$ cat config.mk
export PLATFORM = sky130hd
export DESIGN_NAME = adtc_cfg_regs
export DESIGN_NICKNAME = d
export VERILOG_FILES = /design/src/sv/adtc_pkg.sv /design/src/sv/adtc_cfg_regs.sv
export SDC_FILE = /design/constraint.sdc
export NUM_CORES = 1
export LEC_CHECK = 0
export BUFFER_PORTS_ARGS = -buffer_cell sky130_fd_sc_hd__buf_2
export CORE_MARGIN = 3
export CORE_UTILIZATION = 49
export DETAILED_ROUTE_END_ITERATION = 12
export PLACE_DENSITY_LB_ADDON = 0.2
export SYNTH_ARGS = -nofsm -noshare
export SYNTH_HDL_FRONTEND = slang
export SYNTH_SLANG_ARGS = --single-unit
$ cat constraint.sdc
create_clock -name clk_i -period 1.3 [get_ports clk_i]
set_input_delay 0.26 -clock clk_i [delete_from_list [all_inputs] [get_ports clk_i]]
set_output_delay 0.26 -clock clk_i [all_outputs]
set_load 0.03 [all_outputs]
$ cat src/sv/adtc_pkg.sv
// Shared types, constants and codes for the drive/tone/crush/delay chain.
`timescale 1ns / 1ps
package adtc_pkg;

  localparam int unsigned SampleW  = 16;
  localparam int unsigned WideW    = 20;
  localparam int unsigned StW      = 25;
  localparam int unsigned MulAw    = 26;
  localparam int unsigned MulBw    = 17;
  localparam int unsigned ProdW    = MulAw + MulBw;
  localparam int unsigned DlyDepth = 16384;
  localparam int unsigned DlyAw    = $clog2(DlyDepth);
  localparam int unsigned CfgIw    = 3;
  localparam int unsigned CfgDw    = 14;
  localparam int unsigned Knee     = 18000;
  localparam int unsigned FbCap    = 244;
  localparam int unsigned ToneOff  = 255;
  // floor(v/3) == (v * Div3Mul) >> Div3Shift for all 16-bit v
  localparam int unsigned Div3Mul   = 43691;
  localparam int unsigned Div3Shift = 17;
  localparam int unsigned Div3QW    = 15;

  typedef enum logic [CfgIw-1:0] {
    CFG_BYPASS,
    CFG_DRIVE,
    CFG_TONE,
    CFG_CRUSH,
    CFG_TAPS,
    CFG_FB,
    CFG_MIX,
    CFG_FREEZE
  } cfg_idx_e;

  typedef struct packed {
    logic             bypass;
    logic [7:0]       drive;
    logic [7:0]       tone;
    logic [7:0]       crush;
    logic [CfgDw-1:0] taps;
    logic [7:0]       fb;
    logic [7:0]       mix;
    logic             freeze;
  } cfg_t;

  typedef struct packed {
    logic bypass;
    logic drive_en;
    logic tone_en;
    logic crush_en;
    logic dly_en;
    logic freeze;
  } cfg_flags_t;

  typedef enum logic [3:0] {
    OP_IDLE,
    OP_LOAD,
    OP_DRV_MUL,
    OP_DRV_SHF,
    OP_SAT_MUL,
    OP_SAT_FIN,
    OP_TONE_MUL,
    OP_TONE_UPD,
    OP_CRUSH,
    OP_RD,
    OP_WET,
    OP_FB_MUL,
    OP_MIX_MUL,
    OP_ADD_DRY,
    OP_WR
  } op_e;

  typedef struct packed {
    op_e  op;
    logic out_load;
  } dp_cmd_t;

  typedef enum logic [4:0] {
    ST_IDLE,
    ST_DRV_MUL,
    ST_DRV_SHF,
    ST_DSAT_MUL,
    ST_DSAT_FIN,
    ST_TONE_MUL,
    ST_TONE_UPD,
    ST_CRUSH,
    ST_RD,
    ST_WET,
    ST_FB_MUL,
    ST_FB_ADD,
    ST_FSAT_MUL,
    ST_FSAT_FIN,
    ST_WR,
    ST_MIX_MUL,
    ST_MIX_ADD,
    ST_OSAT_MUL,
    ST_OSAT_FIN,
    ST_DONE
  } state_e;

endpackage

$ cat src/sv/adtc_cfg_regs.sv
// Configuration register bank with stage enable decode.
`timescale 1ns / 1ps
module adtc_cfg_regs import adtc_pkg::*; (
  input  logic             clk_i,
  input  logic             rst_ni,
  input  logic             cfg_we_i,
  input  logic [CfgIw-1:0] cfg_index_i,
  input  logic [CfgDw-1:0] cfg_data_i,
  output cfg_t             cfg_o,
  output cfg_flags_t       flags_o
);

  cfg_t cfg_q;

  always_ff @(posedge clk_i or negedge rst_ni) begin
    if (!rst_ni) begin
      cfg_q.bypass <= 1'b0;
      cfg_q.drive  <= '0;
      cfg_q.tone   <= 8'(ToneOff);
      cfg_q.crush  <= '0;
      cfg_q.taps   <= CfgDw'(1);
      cfg_q.fb     <= '0;
      cfg_q.mix    <= '0;
      cfg_q.freeze <= 1'b0;
    end else if (cfg_we_i) begin
      unique case (cfg_idx_e'(cfg_index_i))
        CFG_BYPASS: cfg_q.bypass <= cfg_data_i[0];
        CFG_DRIVE:  cfg_q.drive  <= cfg_data_i[7:0];
        CFG_TONE:   cfg_q.tone   <= cfg_data_i[7:0];
        CFG_CRUSH:  cfg_q.crush  <= cfg_data_i[7:0];
        CFG_TAPS:   cfg_q.taps   <= cfg_data_i;
        CFG_FB:     cfg_q.fb     <= cfg_data_i[7:0];
        CFG_MIX:    cfg_q.mix    <= cfg_data_i[7:0];
        CFG_FREEZE: cfg_q.freeze <= cfg_data_i[0];
      endcase
    end
  end

  assign cfg_o            = cfg_q;
  assign flags_o.bypass   = cfg_q.bypass;
  assign flags_o.drive_en = cfg_q.drive != '0;
  assign flags_o.tone_en  = cfg_q.tone != 8'(ToneOff);
  assign flags_o.crush_en = cfg_q.crush != '0;
  assign flags_o.dly_en   = (cfg_q.mix != '0) | cfg_q.freeze;
  assign flags_o.freeze   = cfg_q.freeze;

endmodule

==> impl_metrics.csv <==
group,metric,value,unit
grt,grt.overflow.total,0,
setup_path,path_class,"reg2out",
drt,drt-pass1-iter-count,4,
place,place_congestion,0.795,
sta,slew_violations,0,
flow_run,drv_cap,0,
sta,fin_ws,-0.330,ns
layout,fin_nets,265,
drt,routedWlPerCell,18.9,microns
drt,drcViolationCount,0,
synthesis,syn_area_per_cell,16.3,sq um
layout,multi_input_area,893,sq um
synthesis,ys_ff_latch,56,
drt,routed_wirelength,5640,microns
min_path,hold_path_class,"in2reg",
sta,rsz0062_at_grt,"yes",
clock_network,cts_buffer_depth,2,
run_status,failed_checks,"setup timing",
grt,grt_pass1_wl,8670,microns
grt,grt_pass1_vias,1712,
grt,grtUsageTotal,0.211,
pwr,p_leak,1.53,nW
clock_network,path_clk_slew,0.09,ns
clock_network,cts_buffers,5,
layout,largest_register_ffs,56,
sta,setup_viol,10,
floorplan,core,0.00447,sq mm
floorplan,die_area,0.00562,sq mm
sta,timing.hold.ws,0.179,ns
synthesis,netlist_area,0.00233,sq mm
clock_network,cts_tree,"yes",
layout,antenna_cells,0,
floorplan,initial_utilization,0.521,
grt,grt_start_max_net_pins,32,
drt,wl_met3,314,microns
floorplan,die_w,75.0,microns
drt,detail-route-antenna-nets,0,
setup_path,crit_path_start_kind,"flip-flop",
clock_network,clk_latency,0.30,ns
pwr,power,5.70,mW
sta,max_freq,614,MHz
synthesis,syn-num-nets,163,
clock_network,clock_sinks,56,
drt,wl_met1,2300,microns
drt,met2WireLength,2900,microns
floorplan,fp-row-count,24,
sta,setup_tns,-1.43,ns
synthesis,syn_inst,143,
synthesis,seq_area_frac_synth,0.606,
pwr,powerDensity,1780,mW/mm^2
layout,seq_area,0.00141,sq mm
pwr,irDropWorstVdd,1.21,mV
grt,antenna_found_initial,0,
sta,hold_viol_final,0,
layout,fillers,299,
drt,via_per_inst,5.37,
sta,min_period,1.63,ns
clock_network,htreeDepth,2,
layout,most-common-layout-cells,"buf_2 (62), dfrtp_1 (47), mux2_2 (46)",
synthesis,yosysWarningCount,0,
place,io_buffers,81,
drt,drt_iter0_markers,44,
layout,final_common_cell,"buf_2",
sta,period_share,1.25,
setup_path,crit_fanout,3,
clock_network,cts_root_buf,"clkbuf_8",
synthesis,synth_cell_types,19,
floorplan,die_h,75.0,microns
layout,drive_gt1_frac,0.772,
place,place_ws,-0.155,ns
floorplan,io_pins,82,
layout,post-route-util,0.716,
layout,area.growth.synth_to_final,37.4,%
setup_path,cp-end-kind,"output port",
sta,worst_pin_slew,0.387,ns
sta,relSlewSlack,0.742,
setup_path,cp_data_arrival_time,1.37,ns
drt,highest_layer,"met4",
sta,clock_skew,0,ns
place,place_hpwl,4050,microns
drt,num_vias,1600,
run_status,status,"finished with violations",
setup_path,cp.required,1.04,ns
## timing repair
action                                  4_1_cts  5_1_grt
hold buffers                                  1        0
endpoints found under the hold margin        47        0
pin swaps                                     6        0
setup buffers                                 7        7
gates resized for setup                      27       29
endpoints found under the setup margin       13       18
## routing by layer
layer	up-vias	GRT usage
met1	809	0.250
met2	57	0.368
met3	12	0.0574
met5	-	0
met4	0	0.0771
li1	722	-
## power breakdown
part           total [mW]  switching, mW  internal (mW)
Combinational        2.25           1.30          0.945
Clock               0.992          0.555          0.437
Sequential           2.46          0.292           2.17
## worst max-delay path, stage by stage (launching register included)
cell,delay (ns)
dfstp_2,0.58
nand4_1,0.10
or2_4,0.25
buf_6,0.14
## metrics by stage
step                      cell area [sq um]  std cells
final                                  3210        298
after global routing                   3210        298
after CTS                              3090        294
after detailed placement               2850        278
after global placement                 2850        278
after floorplan                        2360        143
## synth_stat cells
cell type | count | share of area
mux2_2 | 46 | 0.22
mux2_4 | 10 | 0.064
nor4b_1 | 1 | 0.0038
buf_2 | 4 | 0.0086
dfrtp_1 | 47 | 0.50
or2_2 | 1 | 0.0027
nor4bb_1 | 1 | 0.0043
and4bb_2 | 2 | 0.011
nor4_1 | 5 | 0.013
buf_12 | 1 | 0.0086
nand3_1 | 1 | 0.0021
buf_4 | 3 | 0.0097
nand4b_2 | 3 | 0.019
nand2_1 | 2 | 0.0032
nor2_1 | 1 | 0.0016
dfstp_2 | 9 | 0.10
buf_6 | 2 | 0.0097
nand4_1 | 3 | 0.0080
nor3_1 | 1 | 0.0021
## final cells by class
class	count	area share
repair buffers	105	0.230
flip-flops and latches	56	0.441
multi-input cells	77	0.279
well taps	52	0.0203
clock buffers	6	0.0258
clock inverters	2	0.00429
## cells by family (layout without fill, tap and decap cells)
| kind of cell | count (synthesis) | in the layout | synth area share |
|---|---|---|---|
| multiplexers | 56 | 56 | 0.286 |
| AND/OR/NAND/NOR | 21 | 21 | 0.0713 |
| flip-flops | 56 | 56 | 0.606 |
| buffers and inverters | 10 | 113 | 0.0365 |
## path summary, 6_finish.rpt
check / slack, ns / from / endpoint / cells after the start
setup reg to reg: 0.34 / cfg_o[45] / cfg_o[45] / 3
min in group asynchronous: 0.47 / rst_ni / cfg_o[19] / 3
max in group asynchronous: 0.52 / rst_ni / cfg_o[21] / 3
setup / recovery: -0.33 / cfg_o[42] / flags_o[3] / 3
hold reg to reg: 0.51 / cfg_o[29] / cfg_o[29] / 1
hold / removal: 0.18 / cfg_data_i[8] / cfg_o[25] / 2
Note: power is estimated with default switching activity, not from simulation.
