File: config.mk
export PLATFORM = sky130hd
export DESIGN_NAME = adtc_ctrl
export DESIGN_NICKNAME = d
export VERILOG_FILES = /design/src/sv/adtc_pkg.sv /design/src/sv/adtc_ctrl.sv
export SDC_FILE = /design/constraint.sdc
export NUM_CORES = 1
export LEC_CHECK = 0
export ABC_CLOCK_PERIOD_IN_PS = 1880
export BUFFER_PORTS_ARGS = -buffer_cell sky130_fd_sc_hd__buf_4
export CORE_MARGIN = 3
export CORE_UTILIZATION = 34
export CTS_CLUSTER_SIZE = 30
export DETAILED_ROUTE_END_ITERATION = 16
export GPL_ROUTABILITY_DRIVEN = 0
export SETUP_SLACK_MARGIN = 0.05
export SLEW_MARGIN = 10
export SYNTH_ARGS = -nofsm -noshare
export SYNTH_HDL_FRONTEND = slang
export SYNTH_SLANG_ARGS = --single-unit
File: constraint.sdc
create_clock -name clk_i -period 1.88 [get_ports clk_i]
set_input_delay 0.188 -clock clk_i [delete_from_list [all_inputs] [get_ports clk_i]]
set_output_delay 0.188 -clock clk_i [all_outputs]
set_load 0.005 [all_outputs]
File: src/sv/adtc_pkg.sv
// Shared types, constants and codes for the drive/tone/crush/delay chain.
`timescale 1ns / 1ps
package adtc_pkg;

  localparam int unsigned SampleW  = 16;
  localparam int unsigned WideW    = 20;
  localparam int unsigned StW      = 25;
  localparam int unsigned MulAw    = 26;
  localparam int unsigned MulBw    = 17;
  localparam int unsigned ProdW    = MulAw + MulBw;
  localparam int unsigned DlyDepth = 16384;
  localparam int unsigned DlyAw    = $clog2(DlyDepth);
  localparam int unsigned CfgIw    = 3;
  localparam int unsigned CfgDw    = 14;
  localparam int unsigned Knee     = 18000;
  localparam int unsigned FbCap    = 244;
  localparam int unsigned ToneOff  = 255;
  // floor(v/3) == (v * Div3Mul) >> Div3Shift for all 16-bit v
  localparam int unsigned Div3Mul   = 43691;
  localparam int unsigned Div3Shift = 17;
  localparam int unsigned Div3QW    = 15;

  typedef enum logic [CfgIw-1:0] {
    CFG_BYPASS,
    CFG_DRIVE,
    CFG_TONE,
    CFG_CRUSH,
    CFG_TAPS,
    CFG_FB,
    CFG_MIX,
    CFG_FREEZE
  } cfg_idx_e;

  typedef struct packed {
    logic             bypass;
    logic [7:0]       drive;
    logic [7:0]       tone;
    logic [7:0]       crush;
    logic [CfgDw-1:0] taps;
    logic [7:0]       fb;
    logic [7:0]       mix;
    logic             freeze;
  } cfg_t;

  typedef struct packed {
    logic bypass;
    logic drive_en;
    logic tone_en;
    logic crush_en;
    logic dly_en;
    logic freeze;
  } cfg_flags_t;

  typedef enum logic [3:0] {
    OP_IDLE,
    OP_LOAD,
    OP_DRV_MUL,
    OP_DRV_SHF,
    OP_SAT_MUL,
    OP_SAT_FIN,
    OP_TONE_MUL,
    OP_TONE_UPD,
    OP_CRUSH,
    OP_RD,
    OP_WET,
    OP_FB_MUL,
    OP_MIX_MUL,
    OP_ADD_DRY,
    OP_WR
  } op_e;

  typedef struct packed {
    op_e  op;
    logic out_load;
  } dp_cmd_t;

  typedef enum logic [4:0] {
    ST_IDLE,
    ST_DRV_MUL,
    ST_DRV_SHF,
    ST_DSAT_MUL,
    ST_DSAT_FIN,
    ST_TONE_MUL,
    ST_TONE_UPD,
    ST_CRUSH,
    ST_RD,
    ST_WET,
    ST_FB_MUL,
    ST_FB_ADD,
    ST_FSAT_MUL,
    ST_FSAT_FIN,
    ST_WR,
    ST_MIX_MUL,
    ST_MIX_ADD,
    ST_OSAT_MUL,
    ST_OSAT_FIN,
    ST_DONE
  } state_e;

endpackage

File: src/sv/adtc_ctrl.sv
// Sequencer: steps one sample through the enabled stages, owns the handshakes.
`timescale 1ns / 1ps
module adtc_ctrl import adtc_pkg::*; (
  input  logic       clk_i,
  input  logic       rst_ni,
  input  cfg_flags_t flags_i,
  input  logic       in_valid_i,
  output logic       in_ready_o,
  output logic       out_valid_o,
  input  logic       out_ready_i,
  output dp_cmd_t    cmd_o
);

  state_e state_q, state_d;
  logic   out_valid_q, out_valid_d;
  state_e after_crush, after_tone, after_drive, first_st;

  always_comb begin
    after_crush = flags_i.dly_en ? ST_RD : ST_DONE;
    after_tone  = flags_i.crush_en ? ST_CRUSH : after_crush;
    after_drive = flags_i.tone_en ? ST_TONE_MUL : after_tone;
    priority if (flags_i.bypass) begin
      first_st = ST_DONE;
    end else if (flags_i.drive_en) begin
      first_st = ST_DRV_MUL;
    end else begin
      first_st = after_drive;
    end
  end

  always_comb begin
    state_d = state_q;
    unique case (state_q)
      ST_IDLE:     if (in_valid_i) state_d = first_st;
      ST_DRV_MUL:  state_d = ST_DRV_SHF;
      ST_DRV_SHF:  state_d = ST_DSAT_MUL;
      ST_DSAT_MUL: state_d = ST_DSAT_FIN;
      ST_DSAT_FIN: state_d = after_drive;
      ST_TONE_MUL: state_d = ST_TONE_UPD;
      ST_TONE_UPD: state_d = after_tone;
      ST_CRUSH:    state_d = after_crush;
      ST_RD:       state_d = ST_WET;
      ST_WET:      state_d = flags_i.freeze ? ST_WR : ST_FB_MUL;
      ST_FB_MUL:   state_d = ST_FB_ADD;
      ST_FB_ADD:   state_d = ST_FSAT_MUL;
      ST_FSAT_MUL: state_d = ST_FSAT_FIN;
      ST_FSAT_FIN: state_d = ST_WR;
      ST_WR:       state_d = ST_MIX_MUL;
      ST_MIX_MUL:  state_d = ST_MIX_ADD;
      ST_MIX_ADD:  state_d = ST_OSAT_MUL;
      ST_OSAT_MUL: state_d = ST_OSAT_FIN;
      ST_OSAT_FIN: state_d = ST_DONE;
      ST_DONE:     if (!out_valid_q || out_ready_i) state_d = ST_IDLE;
      default:     state_d = ST_IDLE;
    endcase
  end

  always_comb begin
    cmd_o.op       = OP_IDLE;
    cmd_o.out_load = 1'b0;
    unique case (state_q)
      ST_IDLE:     if (in_valid_i) cmd_o.op = OP_LOAD;
      ST_DRV_MUL:  cmd_o.op = OP_DRV_MUL;
      ST_DRV_SHF:  cmd_o.op = OP_DRV_SHF;
      ST_DSAT_MUL,
      ST_FSAT_MUL,
      ST_OSAT_MUL: cmd_o.op = OP_SAT_MUL;
      ST_DSAT_FIN,
      ST_FSAT_FIN,
      ST_OSAT_FIN: cmd_o.op = OP_SAT_FIN;
      ST_TONE_MUL: cmd_o.op = OP_TONE_MUL;
      ST_TONE_UPD: cmd_o.op = OP_TONE_UPD;
      ST_CRUSH:    cmd_o.op = OP_CRUSH;
      ST_RD:       cmd_o.op = OP_RD;
      ST_WET:      cmd_o.op = OP_WET;
      ST_FB_MUL:   cmd_o.op = OP_FB_MUL;
      ST_MIX_MUL:  cmd_o.op = OP_MIX_MUL;
      ST_FB_ADD,
      ST_MIX_ADD:  cmd_o.op = OP_ADD_DRY;
      ST_WR:       cmd_o.op = OP_WR;
      ST_DONE:     cmd_o.out_load = !out_valid_q || out_ready_i;
      default:     cmd_o.op = OP_IDLE;
    endcase
    out_valid_d = cmd_o.out_load | (out_valid_q & ~out_ready_i);
  end

  always_ff @(posedge clk_i or negedge rst_ni) begin
    if (!rst_ni) begin
      state_q     <= ST_IDLE;
      out_valid_q <= 1'b0;
    end else begin
      state_q     <= state_d;
      out_valid_q <= out_valid_d;
    end
  end

  assign in_ready_o  = state_q == ST_IDLE;
  assign out_valid_o = out_valid_q;

endmodule

==> results_dict.tcl <==
set metrics [dict create \
    period_needed_ps 1741 \
    grt_pass1_wl_mm 2.870 \
    fin_crit_sh_pct 92.61 \
    wl_met2_um 901 \
    viasPerCell 5.837 \
    worstSetupPathType "reg -> out" \
    seq_power_share_pct 17.0 \
    ys_seq_elements 6 \
    cts.sinks 6 \
    antenna_left 0 \
    ys_warn_count 0 \
    yosys.area.top_type "dfrtp_1" \
    synth.area.top_cells "dfrtp_1, nor2_1, a21oi_1" \
    die_h_um 50.17 \
    cts.path.max_buffers 2 \
    maxSlewHeadroom_pct 76.12 \
    drc 0 \
    peakVddDrop_mv 0.7540 \
    port_buffers 16 \
    root_buffer "clkbuf_4" \
    postSynthAreaPerCell_um2 7.287 \
    nets 122 \
    synthArstFlopShare_pct 100.0 \
    antenna_found_initial 0 \
    worstSkewPairLatency_ps 240 \
    dr.pass1.iters 4 \
    switchingPower_mw 0.6577 \
    cts_buffers 3 \
    hold_violations 0 \
    drv_slew 0 \
    timing.fmax_mhz 574.4 \
    power_frac_clock_pct 8.1 \
    tns_ps 0 \
    num_vias 788 \
    drive_gt1_share_pct 28.18 \
    antenna_cells 0 \
    critPathSlowestCell "a2111oi_1" \
    synth_cell_types 41 \
    p_comb_share_pct 74.9 \
    path_max_fanout 17 \
    core_mm2 0.001783 \
    critPathRequiredTime_ps 1690 \
    end_kind "output pin" \
    die_x_um 50.17 \
    final_cell_mix "buf_4, nor2_1, a21oi_1, nand2_1" \
    top_layer_used "met4" \
    cts_tree "done" \
    grt_pass1_vias 660 \
    layout_commonest_cell "buf_4" \
    drt-met1-wl_um 832 \
    synth_edf_count 0 \
    synthToLayoutAreaGrowth_pct 32.26 \
    die_area_mm2 0.002517 \
    crit_chain "buf_4 > nand2_1 > nand2_1 > a2111oi_1 > buf_4" \
    grt_setup_unrepaired "no" \
    wl_mm 1.909 \
    dp_hpwl_mm 1.291 \
    syn_area_um2 663.1 \
    h-tree-depth 1 \
    synth.top_cell.area_share_pct 22.64 \
    initial_utilization_pct 37.19 \
    wl_met3_um 160 \
    finalClockSkew_ps 3.184 \
    internal_power_mw 0.7955 \
    ys.flop_type "dfrtp_1" \
    row_count 15 \
    ios 17 \
    wl_per_cell_um 14.14 \
    status "finished, final reports clean" \
    drt_first_iter_violations 44 \
    tightest_slew_ps 353.8 \
    synth_fp_nets 101 \
    grt_max_degree 19 \
    p_total_mw 1.453 \
    critical_path_arrival_ps 1550 \
    crit_path_start_kind "register" \
    synth_seq_area_share_pct 22.64 \
    cp_slowest_stage_delay_ps 400 \
    grt.overflow.total 0 \
    cap_violations 0 \
    setup_viol 0 \
    synthCells 91 \
    p_leak_nw 0.3898 \
    p_sw_share_pct 45.26 \
    pwr_density_cell_mw_per_mm2 1657 \
    grt.total_usage_pct 15.03 \
    clk_pin_slew_ps 50 \
    hp-class "in -> reg" \
]
-- power groups by stage --
stage | clock [mW] | sequential, mW | combinational, mW
final | 0.118 | 0.247 | 1.09
after global placement | 0 | 0.242 | 0.986
after floorplan | 0 | 0.200 | 0.727
after CTS | 0.122 | 0.241 | 0.999
after detailed placement | 0 | 0.243 | 0.992
after global routing | 0.138 | 0.258 | 1.18
-- path summary, 6_finish.rpt --
path                        startpoint     endpoint  slack [ps]  cells past startpoint
min                        out_ready_i  out_valid_o         250                      3
max                         state_q[1]     cmd_o[1]         140                      5
min in group asynchronous       rst_ni   state_q[1]         290                      2
max in group asynchronous       rst_ni   state_q[2]        1460                      2
max reg2reg                 state_q[0]   state_q[4]         200                      4
min reg2reg                 state_q[4]   state_q[2]         690                      2
-- logic make-up after synthesis --
group,synth area share (%)
simple gates,31.89
flops,22.64
buf+inv,9.434
mux,1.509
compound gates,34.53
-- routing by layer --
layer	vias to the layer above	track usage (%)
met5	-	0
met4	0	4.608
met3	4	5.045
met2	41	23.48
met1	364	19.38
li1	379	-
-- layout make-up --
cell class              count  area [um2]
multi-input cells          71       451.7
flip-flops and latches      6       151.4
clock buffers               3       22.52
well taps                  25       31.28
repair buffers             26       205.2
inverters                   4       15.01
fillers                   178       905.9
-- timing repair --
item	4_1_cts	5_1_grt
hold endpoints to repair	6	0
resized for setup	0	4
setup endpoints to repair	0	2
setup buffers	0	4
hold buffers	1	0
-- sequential cells by signal, indices dropped and copies added, names as in the netlist --
signal / cells
state_q: 5
out_valid_o: 1
-- worst max-delay path, delay by kind of cell, from the launching register on --
family          cells  cell delay (ps)
buf+inv             2              370
flops               1              370
simple gates        2              170
compound gates      1              400
-- cell usage after synthesis (2+ instances only) --
master    count
a211o_1       2
a21oi_1       6
a31oi_1       2
buf_1         2
buf_2         2
clkbuf_1      5
dfrtp_1       6
inv_1         4
nand2_1       6
nand2b_1      2
nand3_1       3
nor2_1        9
nor2b_1       4
nor3_1        4
nor3b_1       2
o21a_1        2
o21ai_0       5
o31ai_1       2
-- metrics by stage --
step / utilization (%) / cells / hold WS, ps / worst slack [ps] / cell area [um2]
floorplan: - / 91 / -107.6 / 126.4 / 663.1
global placement: 45.12 / 127 / -2.598 / 219.8 / 804.5
detailed placement: 45.12 / 127 / -2.471 / 194.4 / 804.5
CTS: 46.95 / 131 / 249.0 / 67.52 / 837.1
global route: 49.19 / 135 / 264.3 / 47.80 / 877.1
finish: 49.19 / 135 / 251.3 / 138.9 / 877.1
(Power assumes the default switching activity.)
